--- src/call_return_trace_monitor_unit_macros.svh ---
// Assertion helpers for the call/return trace monitor.
// Every check is sampled on the rising edge of aclk and is
// switched off while aresetn is low.
`ifndef CALL_RETURN_TRACE_MONITOR_UNIT_MACROS_SVH
`define CALL_RETURN_TRACE_MONITOR_UNIT_MACROS_SVH

// Same-cycle implication: when ante holds, cons must hold on that edge.
`define CRTM_ASSERT_IMP(label, ante, cons, msg) \
    label: assert property (@(posedge aclk) disable iff (!aresetn) (ante) |-> (cons)) \
        else $error(msg);

// Next-cycle implication: when ante holds, cons must hold on the following edge.
`define CRTM_ASSERT_NEXT(label, ante, cons, msg) \
    label: assert property (@(posedge aclk) disable iff (!aresetn) (ante) |=> (cons)) \
        else $error(msg);

`endif

--- src/crtm_pkg.sv ---
package crtm_pkg;

    localparam int DEPTH_BITS_DEFAULT = 16;
    localparam int CMD_QUEUE_DEPTH    = 2;
    localparam int QPTR_BITS          = 1;

    localparam logic [6:0]  OPC_MASK   = 7'h7f;
    localparam logic [6:0]  OPC_JAL    = 7'h6f;
    localparam logic [6:0]  OPC_JALR   = 7'h67;
    localparam logic [2:0]  F3_JALR    = 3'd0;
    localparam logic [4:0]  REG_ZERO   = 5'd0;
    localparam logic [4:0]  REG_RA     = 5'd1;
    localparam logic [31:0] UPPER_ONES = 32'hfffff000;

    typedef enum logic [1:0] {
        KIND_OTHER  = 2'd0,
        KIND_CALL   = 2'd1,
        KIND_RETURN = 2'd2
    } jump_kind_t;

    typedef struct packed {
        logic [31:0] instruction;
        logic [31:0] pc;
        logic [31:0] rs1_value;
    } crtm_in_t;

    typedef struct packed {
        logic [1:0]  jump_kind;
        logic [31:0] target;
        logic [15:0] depth;
        logic        underflow;
    } crtm_out_t;

    // Classified instruction, passed from front end to back end.
    typedef struct packed {
        jump_kind_t  kind;
        logic [31:0] target;
    } crtm_cmd_t;

    typedef struct packed {
        logic full;
        logic empty;
    } crtm_qstat_t;

endpackage

--- src/crtm_front.sv ---
module crtm_front (
    input  crtm_pkg::crtm_in_t  in_data,
    output crtm_pkg::crtm_cmd_t cmd
);

    logic [31:0] w;
    logic [6:0]  opc;
    logic [2:0]  f3;
    logic [4:0]  rd;
    logic [4:0]  rs1;
    logic        is_jal;
    logic        is_jalr_op;
    logic        is_jalr;
    logic [31:0] jal_imm;
    logic [31:0] jalr_imm;
    logic [31:0] jalr_sum;

    assign w          = in_data.instruction;
    assign opc        = w[6:0] & crtm_pkg::OPC_MASK;
    assign f3         = w[14:12];
    assign rd         = w[11:7];
    assign rs1        = w[19:15];
    assign is_jal     = (opc == crtm_pkg::OPC_JAL);
    assign is_jalr_op = (opc == crtm_pkg::OPC_JALR);
    assign is_jalr    = is_jalr_op && (f3 == crtm_pkg::F3_JALR);

    // J-type immediate, sign bit is bit 20 of the offset
    assign jal_imm  = {{11{w[31]}}, w[31], w[19:12], w[20], w[30:21], 1'b0};
    assign jalr_imm = {20'(crtm_pkg::UPPER_ONES[31:12] & {20{w[31]}}), w[31:20]};
    assign jalr_sum = in_data.rs1_value + jalr_imm;

    always_comb begin
        cmd.kind = crtm_pkg::KIND_OTHER;
        if ((is_jal || is_jalr) && rd == crtm_pkg::REG_RA) begin
            cmd.kind = crtm_pkg::KIND_CALL;
        end else if (is_jalr && rd == crtm_pkg::REG_ZERO && rs1 == crtm_pkg::REG_RA) begin
            cmd.kind = crtm_pkg::KIND_RETURN;
        end

        if (is_jal) begin
            cmd.target = in_data.pc + jal_imm;
        end else if (is_jalr_op) begin
            cmd.target = {jalr_sum[31:1], 1'b0};
        end else begin
            cmd.target = 32'd0;
        end
    end

endmodule

--- src/crtm_queue.sv ---
module crtm_queue (
    input  logic                  aclk,
    input  logic                  aresetn,
    input  logic                  push,
    input  crtm_pkg::crtm_cmd_t   push_data,
    input  logic                  pop,
    output crtm_pkg::crtm_cmd_t   pop_data,
    output crtm_pkg::crtm_qstat_t stat
);

    localparam int CNT_BITS = crtm_pkg::QPTR_BITS + 1;

    crtm_pkg::crtm_cmd_t          entry_reg [crtm_pkg::CMD_QUEUE_DEPTH];
    logic [crtm_pkg::QPTR_BITS-1:0] wr_ptr_reg, wr_ptr_next;
    logic [crtm_pkg::QPTR_BITS-1:0] rd_ptr_reg, rd_ptr_next;
    logic [CNT_BITS-1:0]            count_reg, count_next;

    assign stat.full  = (count_reg == CNT_BITS'(crtm_pkg::CMD_QUEUE_DEPTH));
    assign stat.empty = (count_reg == '0);
    assign pop_data   = entry_reg[rd_ptr_reg];

    always_comb begin
        wr_ptr_next = wr_ptr_reg;
        rd_ptr_next = rd_ptr_reg;
        count_next  = count_reg;
        if (push) begin
            wr_ptr_next = wr_ptr_reg + 1'b1;
        end
        if (pop) begin
            rd_ptr_next = rd_ptr_reg + 1'b1;
        end
        if (push && !pop) begin
            count_next = count_reg + 1'b1;
        end else if (pop && !push) begin
            count_next = count_reg - 1'b1;
        end
    end

    always_ff @(posedge aclk) begin
        if (!aresetn) begin
            wr_ptr_reg <= '0;
            rd_ptr_reg <= '0;
            count_reg  <= '0;
        end else begin
            wr_ptr_reg <= wr_ptr_next;
            rd_ptr_reg <= rd_ptr_next;
            count_reg  <= count_next;
        end
    end

    always_ff @(posedge aclk) begin
        if (push) begin
            entry_reg[wr_ptr_reg] <= push_data;
        end
    end

endmodule

--- src/crtm_back.sv ---
module crtm_back #(
    parameter int DEPTH_BITS = crtm_pkg::DEPTH_BITS_DEFAULT
) (
    input  logic                  aclk,
    input  logic                  aresetn,
    input  crtm_pkg::crtm_cmd_t   cmd,
    input  crtm_pkg::crtm_qstat_t qstat,
    output logic                  pop,
    output logic                  m_valid,
    input  logic                  m_ready,
    output crtm_pkg::crtm_out_t   m_data
);

    logic [DEPTH_BITS-1:0] depth_reg, depth_next;
    logic [DEPTH_BITS-1:0] shown;
    logic                  under;
    logic                  valid_reg, valid_next;
    crtm_pkg::crtm_out_t   data_reg, data_next;

    // Take the next command whenever the output register is free or draining.
    assign pop = !qstat.empty && (!valid_reg || m_ready);

    always_comb begin
        depth_next = depth_reg;
        shown      = depth_reg;
        under      = 1'b0;
        case (cmd.kind)
            crtm_pkg::KIND_CALL: begin
                if (depth_reg != '1) begin
                    depth_next = depth_reg + 1'b1;
                end
                shown = depth_next;
            end
            crtm_pkg::KIND_RETURN: begin
                if (depth_reg != '0) begin
                    depth_next = depth_reg - 1'b1;
                end else begin
                    under = 1'b1;
                end
            end
            default: begin
            end
        endcase

        data_next.jump_kind = cmd.kind;
        data_next.target    = cmd.target;
        data_next.depth     = 16'(shown);
        data_next.underflow = under;

        valid_next = valid_reg;
        if (pop) begin
            valid_next = 1'b1;
        end else if (m_ready) begin
            valid_next = 1'b0;
        end
    end

    always_ff @(posedge aclk) begin
        if (!aresetn) begin
            depth_reg <= '0;
            valid_reg <= 1'b0;
        end else begin
            valid_reg <= valid_next;
            if (pop) begin
                depth_reg <= depth_next;
            end
        end
    end

    always_ff @(posedge aclk) begin
        if (pop) begin
            data_reg <= data_next;
        end
    end

    assign m_valid = valid_reg;
    assign m_data  = data_reg;

endmodule

--- src/call_return_trace_monitor_unit.sv ---
// Flow: a transaction accepted at a clock edge is decoded and written into the queue at that edge;
//   the back end then pops it, updates the depth and registers the result into the output register.
// Throughput: one instruction per cycle unless m_ready stalls the output; the back end drains one queue entry a cycle.
// Reset (aresetn low, synchronous): nesting depth to zero, queue emptied, m_valid low.
// s_ready is high in the first cycle after reset; no clearing pass is needed.
`include "call_return_trace_monitor_unit_macros.svh"

module call_return_trace_monitor_unit #(
    parameter int DEPTH_BITS = crtm_pkg::DEPTH_BITS_DEFAULT
) (
    input  logic                aclk,
    input  logic                aresetn,
    input  logic                s_valid,
    output logic                s_ready,
    input  crtm_pkg::crtm_in_t  s_data,
    output logic                m_valid,
    input  logic                m_ready,
    output crtm_pkg::crtm_out_t m_data
);

    // Front end: decode the instruction word and compute the jump target.
    // This is purely combinational; the queue entry is the pipeline register.
    crtm_pkg::crtm_cmd_t   front_cmd;
    crtm_pkg::crtm_cmd_t   queue_cmd;
    crtm_pkg::crtm_qstat_t q_stat;
    logic                  cmd_push;
    logic                  cmd_pop;

    crtm_front u_front (
        .in_data (s_data),
        .cmd     (front_cmd)
    );

    // Accept whenever the queue has a free slot. With two entries and a
    // back end that pops every cycle the output is free, the front end never
    // waits on a result that is still being taken downstream.
    assign s_ready  = !q_stat.full;
    assign cmd_push = s_valid && s_ready;

    crtm_queue u_queue (
        .aclk      (aclk),
        .aresetn   (aresetn),
        .push      (cmd_push),
        .push_data (front_cmd),
        .pop       (cmd_pop),
        .pop_data  (queue_cmd),
        .stat      (q_stat)
    );

    // Back end: own the nesting-depth counter, saturate on calls, flag
    // underflow on returns at depth zero, and hold the result until taken.
    crtm_back #(
        .DEPTH_BITS (DEPTH_BITS)
    ) u_back (
        .aclk    (aclk),
        .aresetn (aresetn),
        .cmd     (queue_cmd),
        .qstat   (q_stat),
        .pop     (cmd_pop),
        .m_valid (m_valid),
        .m_ready (m_ready),
        .m_data  (m_data)
    );

    // Underflow can only be reported on a return seen at depth zero.
    `CRTM_ASSERT_IMP(a_underflow_is_return, m_valid && m_data.underflow, m_data.jump_kind == crtm_pkg::KIND_RETURN && m_data.depth == 16'd0, "underflow on a non-return or nonzero depth")
    // Never pop an empty queue.
    `CRTM_ASSERT_IMP(a_no_pop_empty, cmd_pop, !q_stat.empty, "back end popped an empty queue")
    // A full queue and an empty queue are exclusive.
    `CRTM_ASSERT_IMP(a_qstat_sane, 1'b1, !(q_stat.full && q_stat.empty), "queue reports full and empty")
    // A pop always produces a valid result on the next edge.
    `CRTM_ASSERT_NEXT(a_pop_gives_result, cmd_pop, m_valid, "popped command did not reach the output")

endmodule

--- config.mk ---
export PLATFORM = sky130hd
export DESIGN_NAME = call_return_trace_monitor_unit
export DESIGN_NICKNAME = d
export VERILOG_FILES = /design/src/crtm_pkg.sv /design/src/crtm_front.sv /design/src/crtm_queue.sv /design/src/crtm_back.sv /design/src/call_return_trace_monitor_unit.sv
export VERILOG_INCLUDE_DIRS = /design/src /design/src/src
export SDC_FILE = /design/constraint.sdc
export NUM_CORES = 1
export LEC_CHECK = 0
export ABC_CLOCK_PERIOD_IN_PS = 3000
export BUFFER_PORTS_ARGS = -buffer_cell sky130_fd_sc_hd__buf_2
export CELL_PAD_IN_SITES_DETAIL_PLACEMENT = 0
export CELL_PAD_IN_SITES_GLOBAL_PLACEMENT = 1
export CORE_UTILIZATION = 45
export CTS_CLUSTER_SIZE = 8
export DETAILED_ROUTE_END_ITERATION = 6
export HOLD_SLACK_MARGIN = 0.08
export PLACE_DENSITY_LB_ADDON = 0.1
export SLEW_MARGIN = 20
export SYNTH_ARGS = -nofsm -noshare
export SYNTH_HDL_FRONTEND = slang
export SYNTH_SLANG_ARGS = --single-unit
--- constraint.sdc ---
create_clock -name aclk -period 3 [get_ports aclk]
set_input_delay 0.15 -clock aclk [delete_from_list [all_inputs] [get_ports aclk]]
set_output_delay 0.15 -clock aclk [all_outputs]
set_load 0.005 [all_outputs]
==> flow_summary_export.csv, run 1 <==
group,metric,value,unit
run_status,status,"finished clean",
timing,fin_worst_skew,0.0147,ns
setup_path,max_stage_delay,0.54,ns
routing,drt_wl_total,22300,um
synthesis,synth-simple-area-share,0.148,
synthesis,synth_edf_count,119,
global_route,grt_max_degree,35,
synthesis,synth-seq-cells,141,
timing,setup_viol,0,
setup_path,crit_path_cell_trace,"or4_4 -> or3_4 -> or4_4 -> nand2b_4 -> or4_4 -> o21ai_2 -> a21oi_1 -> a311oi_1",
synthesis,synth_area_per_cell,10.2,um^2
setup_path,critical_path_required,3.32,ns
floorplanning,dieArea,0.0208,mm^2
clock_tree,cts_max_path_buffers,2,
final_layout,instances_no_fill,1366,
timing,hold_viol,0,
setup_path,crit_slowest_cell,"or4_4",
floorplanning,fp.dieW,144,um
global_route,grt_overflow_total,0,
timing,slew-limit-headroom,0.408,
synthesis,synth.distinct_cells,69,
floorplanning,core_area,0.0196,mm^2
timing,clock.fmax,0.358,GHz
synthesis,synthAdderAreaFrac,0.0926,
floorplanning,initial_core_util,0.463,
synthesis,synthMuxAreaShare,0.0522,
global_route,grt_pass1_wl,35000,um
clock_tree,clock_sinks,141,
hold_path,hold_class,"in2reg",
pwr,static-leakage-power,4.66,nW
synthesis,synthArstFlopShare,0,
placed_design,dp.cells,1332,
synthesis,post-synth-top-area-fraction,0.394,
flow_run,cap_violations,0,
synthesis,synth_most_common_cell,"edfxtp_1",
synthesis,synth-compound-area-share,0.164,
routing,wl_per_cell,16.3,um
synthesis,synth_cells,893,
floorplanning,die_y,144,um
synthesis,syn_area,0.00908,mm^2
setup_path,crit_family,"simple AND/OR/NAND/NOR gates",
synthesis,synth_top_family_by_area,"compound AO/OA/AOI/OAI gates",
placed_design,dp_hpwl,17500,um
global_route,grt_util_all_layers,0.221,
routing,vias,7305,
final_layout,areaGrowthSynthToFinish,22.0,%
clock_tree,postCtsSetupBuffers,0,
global_route,antenna_found_initial,0,
clock_tree,htree_num_levels,4,
timing,fin_crit_sh,0.931,
synthesis,synth_warnings,0,
pwr,vdd_ir_drop_max,0.449,mV
placed_design,placed_cell_area,0.0104,mm^2
final_layout,largest_reg_flops,68,
routing,dr.pass1.iters,5,
synthesis,yosysTopAreaCell,"edfxtp_1",
final_layout,fillers,1773,
setup_path,path_class,"reg2reg",
placed_design,pre_cts_slack,-0.0303,ns
setup_path,cp-end-kind,"flip-flop",
setup_path,crit_buf_inv,0,
final_layout,seqCellArea,0.00401,mm^2
final_layout,multi_input_area,0.00481,mm^2
synthesis,synth_xor_area_frac,0.0723,
clock_tree,clock_latency,0.42,ns
timing,fin_setup_tns,0,ns
global_route,grt_pass1_vias,6933,
synthesis,seq_area_frac_synth,0.442,
clock_tree,cts_tree,"built",
timing,whs,0.108,ns
final_layout,drive_gt1_frac,0.266,
setup_path,arrival,3.11,ns
clock_tree,cts_buffers,17,
routing,drt_iter0_markers,391,
setup_path,cp_max_fo,4,
clock_tree,root_buffer,"clkbuf_16",
final_layout,diodes,0,
final_layout,nNetsFinal,1254,
placed_design,io_buffer_count,152,
pwr,p_per_area,735,mW/mm^2
routing,drc_errors,0,
timing,rsz0062_at_grt,"no",
synthesis,synth_nets,1059,
floorplanning,num_io_pins,153,
final_layout,postLayoutCellArea,0.0111,mm^2
setup_path,startpoint_type,"flip-flop",
timing,worst_slack,0.208,ns
timing,post-route-min-period,2.79,ns
routing,avgViaCountPerCell,5.35,
routing,ant_nets,0,
clock_tree,clk_pin_slew,0.06,ns
synthesis,ys.flop_type,"edfxtp_1",
synthesis,synthTopCellsByCount,"119 x edfxtp_1, 87 x nor2_1, 78 x a21oi_1",
timing,drv_slew,0,
synthesis,synth_area_leaders,"edfxtp_1 39%, ha_1 8.8%, dfxtp_1 4.9%",
timing,worstMarginPinSlew,0.886,ns
setup_path,crit_top_cell,"or4_4",
floorplanning,rows,51,
placed_design,place_congestion,0.911,
[metal layers]
metal,part of all wire,vias to the layer above,global-route usage
li1,-,3725,-
met3,0.035,18,0.0331
met4,0.011,0,0.0549
met1,0.49,3388,0.306
met5,0,-,0
met2,0.46,174,0.360
[power breakdown]
part	internal, mW	switching (mW)	total, mW
registers	2.87	0.228	3.09
clock network	1.41	0.819	2.22
logic	1.25	1.57	2.83
[logic make-up (layout without fill, tap and decap cells)]
family	Yosys count	count (layout)
and+or+nand+nor	278	278
AOI/OAI and AO/OA	238	238
DFF	141	141
xor gates and xnor gates	75	75
adders and majority gates	66	66
buffers and inverters	52	260
muxes	43	43
[cell type report]
class / count / share of cell area
clock buffer: 17 / 0.0384
multi-input combinational: 700 / 0.434
inverter: 21 / 0.00712
tap: 265 / 0.0299
timing repair buffer: 207 / 0.109
sequential: 141 / 0.362
clock inverter: 15 / 0.0190
[metrics by stage]
stage | total power [mW] | util
floorplan | 4.90 | -
global placement | 5.95 | 0.532
detailed placement | 5.96 | 0.532
CTS | 8.20 | 0.565
global route | 8.62 | 0.565
finish | 8.15 | 0.565
[worst reg2reg max path: stages (launching register included)]
cell	delay [ns]
dfxtp_1	0.31
or4_4	0.54
or3_4	0.36
or4_4	0.47
nand2b_4	0.19
or4_4	0.43
o21ai_2	0.07
a21oi_1	0.07
a311oi_1	0.29
[repair_timing]
action                                 CTS  global route
setup endpoints to repair                0             0
hold buffers                             2             0
endpoints found under the hold margin    2             0
gates resized for setup                  0             0
[worst paths after layout]
check	start	end	slack, ns	cells after the start
max	u_back.depth_reg[2]	u_back.depth_reg[13]	0.21	8
max reg2reg	u_back.depth_reg[2]	u_back.depth_reg[13]	0.21	8
min	s_data[32]	u_queue.entry_reg[0][0]	0.11	2
min reg2reg	u_queue.rd_ptr_reg	flip-flop	0.52	2
[layout by cell type (no fill, tap or decap), drive strengths merged, types with 5 or more instances in the layout]
| cell | instances |
|---|---|
| nor3 | 20 |
| o21bai | 6 |
| and2 | 6 |
| xor2 | 43 |
| a211oi | 9 |
| mux2i | 8 |
| a21o | 25 |
| o21a | 9 |
| and3 | 11 |
| o31ai | 5 |
| nand3 | 20 |
| nand2 | 76 |
| nor2b | 9 |
| a21oi | 78 |
| nand2b | 8 |
| dfxtp | 22 |
| nor2 | 87 |
| buf | 205 |
| inv | 26 |
| nor4 | 6 |
| o21ai | 47 |
| o22ai | 17 |
| or3 | 10 |
| xnor2 | 32 |
| ha | 64 |
| o211ai | 5 |
| edfxtp | 119 |
| nand4 | 5 |
| a31oi | 10 |
| mux2 | 35 |
| clkbuf | 17 |
Power figures use the tool's default switching activity.
==> inputs of run 2 (changes only) <==
--- a/config.mk
+++ b/config.mk
@@ -8,13 +8,12 @@
 export LEC_CHECK = 0
 export ABC_CLOCK_PERIOD_IN_PS = 3000
 export BUFFER_PORTS_ARGS = -buffer_cell sky130_fd_sc_hd__buf_2
-export CELL_PAD_IN_SITES_DETAIL_PLACEMENT = 0
-export CELL_PAD_IN_SITES_GLOBAL_PLACEMENT = 1
-export CORE_UTILIZATION = 45
+export CORE_UTILIZATION = 57
 export CTS_CLUSTER_SIZE = 8
 export DETAILED_ROUTE_END_ITERATION = 6
 export HOLD_SLACK_MARGIN = 0.08
-export PLACE_DENSITY_LB_ADDON = 0.1
+export PLACE_DENSITY = 0.81
+export RECOVER_POWER = 25
 export SLEW_MARGIN = 20
 export SYNTH_ARGS = -nofsm -noshare
 export SYNTH_HDL_FRONTEND = slang
==> run 2 against run 1 <==
Compared with the run above:
- the flow now finishes with violations (capacitance limit, slew limit)
- core utilization up 14 points
- sequential cell count is the same
- register-to-register slack lost 0.02 ns
- clock power down 6%
- total power fell by 2.2%
- clock-buffer cell count is the same
- sequential share of layout area up 0.85 points
- clock skew down 0.0042 ns
- via count increased by 3.8%
- highest routed layer unchanged
==> flow_summary_export.csv, run 2 (synthesis results as in run 1) <==
group,metric,value,unit
hold_path,worstHoldEndpoint,"u_queue.entry_reg[0][0]",
floorplanning,fp.dieW,128,um
final_layout,final_common_cell,"buf_2",
routing,drt_iter0_markers,811,
timing,drv_slew,32,
flow_run,cap_violations,1,
placed_design,place_congestion,0.996,
clock_tree,root_buffer,"clkbuf_16",
clock_tree,clock_sinks,141,
setup_path,cp-end-kind,"flip-flop",
final_layout,drive_gt1_frac,0.230,
floorplanning,num_io_pins,153,
setup_path,critical_path_required,3.28,ns
global_route,antenna_found_initial,0,
timing,setup_viol,0,
setup_path,r2r-end,"u_back.depth_reg[5]",
clock_tree,cts_tree,"built",
floorplanning,dieArea,0.0164,mm^2
clock_tree,htree_num_levels,4,
pwr,vdd_ir_drop_max,0.379,mV
routing,avgViaCountPerCell,5.83,
setup_path,crit_family,"simple AND/OR/NAND/NOR gates",
placed_design,io_buffer_count,152,
clock_tree,clock_latency,0.42,ns
hold_path,hold_class,"in2reg",
global_route,grt_pass1_wl,34800,um
final_layout,final_util,0.704,
final_layout,layout_common_cells,"128 x buf_2, 119 x edfxtp_1, 86 x nor2_1, 78 x a21oi_1, 76 x nand2_1",
routing,dr.pass1.iters,5,
timing,post-route-min-period,2.82,ns
setup_path,max_stage_delay,0.54,ns
timing,worstMarginPinSlew,1.83,ns
setup_path,r2r-start,"u_back.depth_reg[2]",
run_status,violations,"capacitance limit, slew limit",
setup_path,crit_path_cell_trace,"or4_4 -> or3_4 -> or4_4 -> nor3_2 -> nor2_1 -> o21ai_2 -> a211o_1 -> xor2_1 -> nor2_1",
final_layout,seqCellArea,0.00401,mm^2
placed_design,placed_cell_area,0.0102,mm^2
final_layout,fillers,1164,
setup_path,crit_start,"u_back.depth_reg[2]",
global_route,grt_overflow_total,0,
global_route,grt_max_degree,36,
routing,ant_nets,0,
global_route,grt_util_all_layers,0.272,
routing,drt_wl_total,21800,um
global_route,grt_pass1_vias,6972,
timing,fin_crit_sh,0.939,
setup_path,reg2regPathDepth,9,
timing,slew-limit-headroom,-0.223,
clock_tree,cts_max_path_buffers,2,
timing,rsz0062_at_grt,"no",
timing,clock.fmax,0.355,GHz
setup_path,arrival,3.09,ns
setup_path,cp_max_fo,7,
setup_path,crit_slowest_cell,"or4_4",
placed_design,dp_hpwl,16300,um
floorplanning,initial_core_util,0.591,
routing,wl_per_cell,16.8,um
clock_tree,cts_buffers,17,
hold_path,worst_hold_path.num_cells,2,
setup_path,startpoint_type,"flip-flop",
timing,hold_viol,0,
clock_tree,clk_pin_slew,0.06,ns
final_layout,largest_reg_flops,68,
floorplanning,die_y,128,um
hold_path,worstHoldStart,"s_data[32]",
final_layout,nNetsFinal,1242,
setup_path,crit_buf_inv,0,
pwr,static-leakage-power,4.50,nW
run_status,status,"finished with violations",
final_layout,diodes,0,
final_layout,multi_input_area,0.00481,mm^2
final_layout,areaGrowthSynthToFinish,19.2,%
pwr,p_per_area,736,mW/mm^2
floorplanning,core_area,0.0154,mm^2
setup_path,path_class,"reg2reg",
clock_tree,postCtsSetupBuffers,0,
setup_path,reg2reg_slack,0.18,ns
floorplanning,rows,45,
routing,vias,7582,
final_layout,postLayoutCellArea,0.0108,mm^2
timing,fin_worst_skew,0.0105,ns
routing,drc_errors,0,
-- run 2: metal layers --
| metal | up-vias | wire length, um | track usage |
|---|---|---|---|
| li1 | 3705 | - | - |
| met3 | 39 | 1430 | 0.0396 |
| met1 | 3489 | 9610 | 0.373 |
| met4 | 0 | 418 | 0.0810 |
| met2 | 349 | 10300 | 0.449 |
| met5 | - | 0 | 0 |
-- run 2: how the worst max path moves through the flow --
| stage | cells after the start | slack [ns] | end |
|---|---|---|---|
| 3_5_place_dp | 14 | -0.04 | u_queue.entry_reg[0][31] |
| 5_1_grt | 8 | 0.08 | u_back.depth_reg[13] |
| 3_3_place_gp | 14 | 0.05 | u_queue.entry_reg[0][31] |
| 4_1_cts | 8 | 0.19 | u_back.depth_reg[13] |
| 6_report | 9 | 0.18 | u_back.depth_reg[5] |
| 2_1_floorplan | 9 | 0.27 | u_back.depth_reg[13] |
-- run 2: final cells by class --
class,count,share of cell area
flip-flops and latches,141,0.371
repair buffers,195,0.0983
inverters,21,0.00728
clock inverters,15,0.0156
well taps,211,0.0244
clock buffers,17,0.0393
multi-input cells,700,0.444
-- run 2: power by group --
group / switching, mW / internal, mW
registers: 0.270 / 2.87
logic: 1.55 / 1.19
clock network: 0.787 / 1.30
total: 2.61 / 5.36
-- run 2: metrics by stage --
step	cells	total power, mW	hold WS, ns	setup TNS [ns]	setup WS [ns]
global route	1300	8.37	0.127	0	0.0772
detailed placement	1266	5.87	0.419	-0.0802	-0.0401
CTS	1300	7.99	0.122	0	0.194
global placement	1266	5.81	0.411	0	0.0541
floorplan	893	4.90	0.288	0	0.272
finish	1300	7.97	0.143	0	0.184
-- run 2: timing repair --
item / 4_1_cts / 5_1_grt
endpoints found under the setup margin: 0 / 0
hold buffers: 2 / 0
endpoints found under the hold margin: 2 / 0
resized for setup: 0 / 0
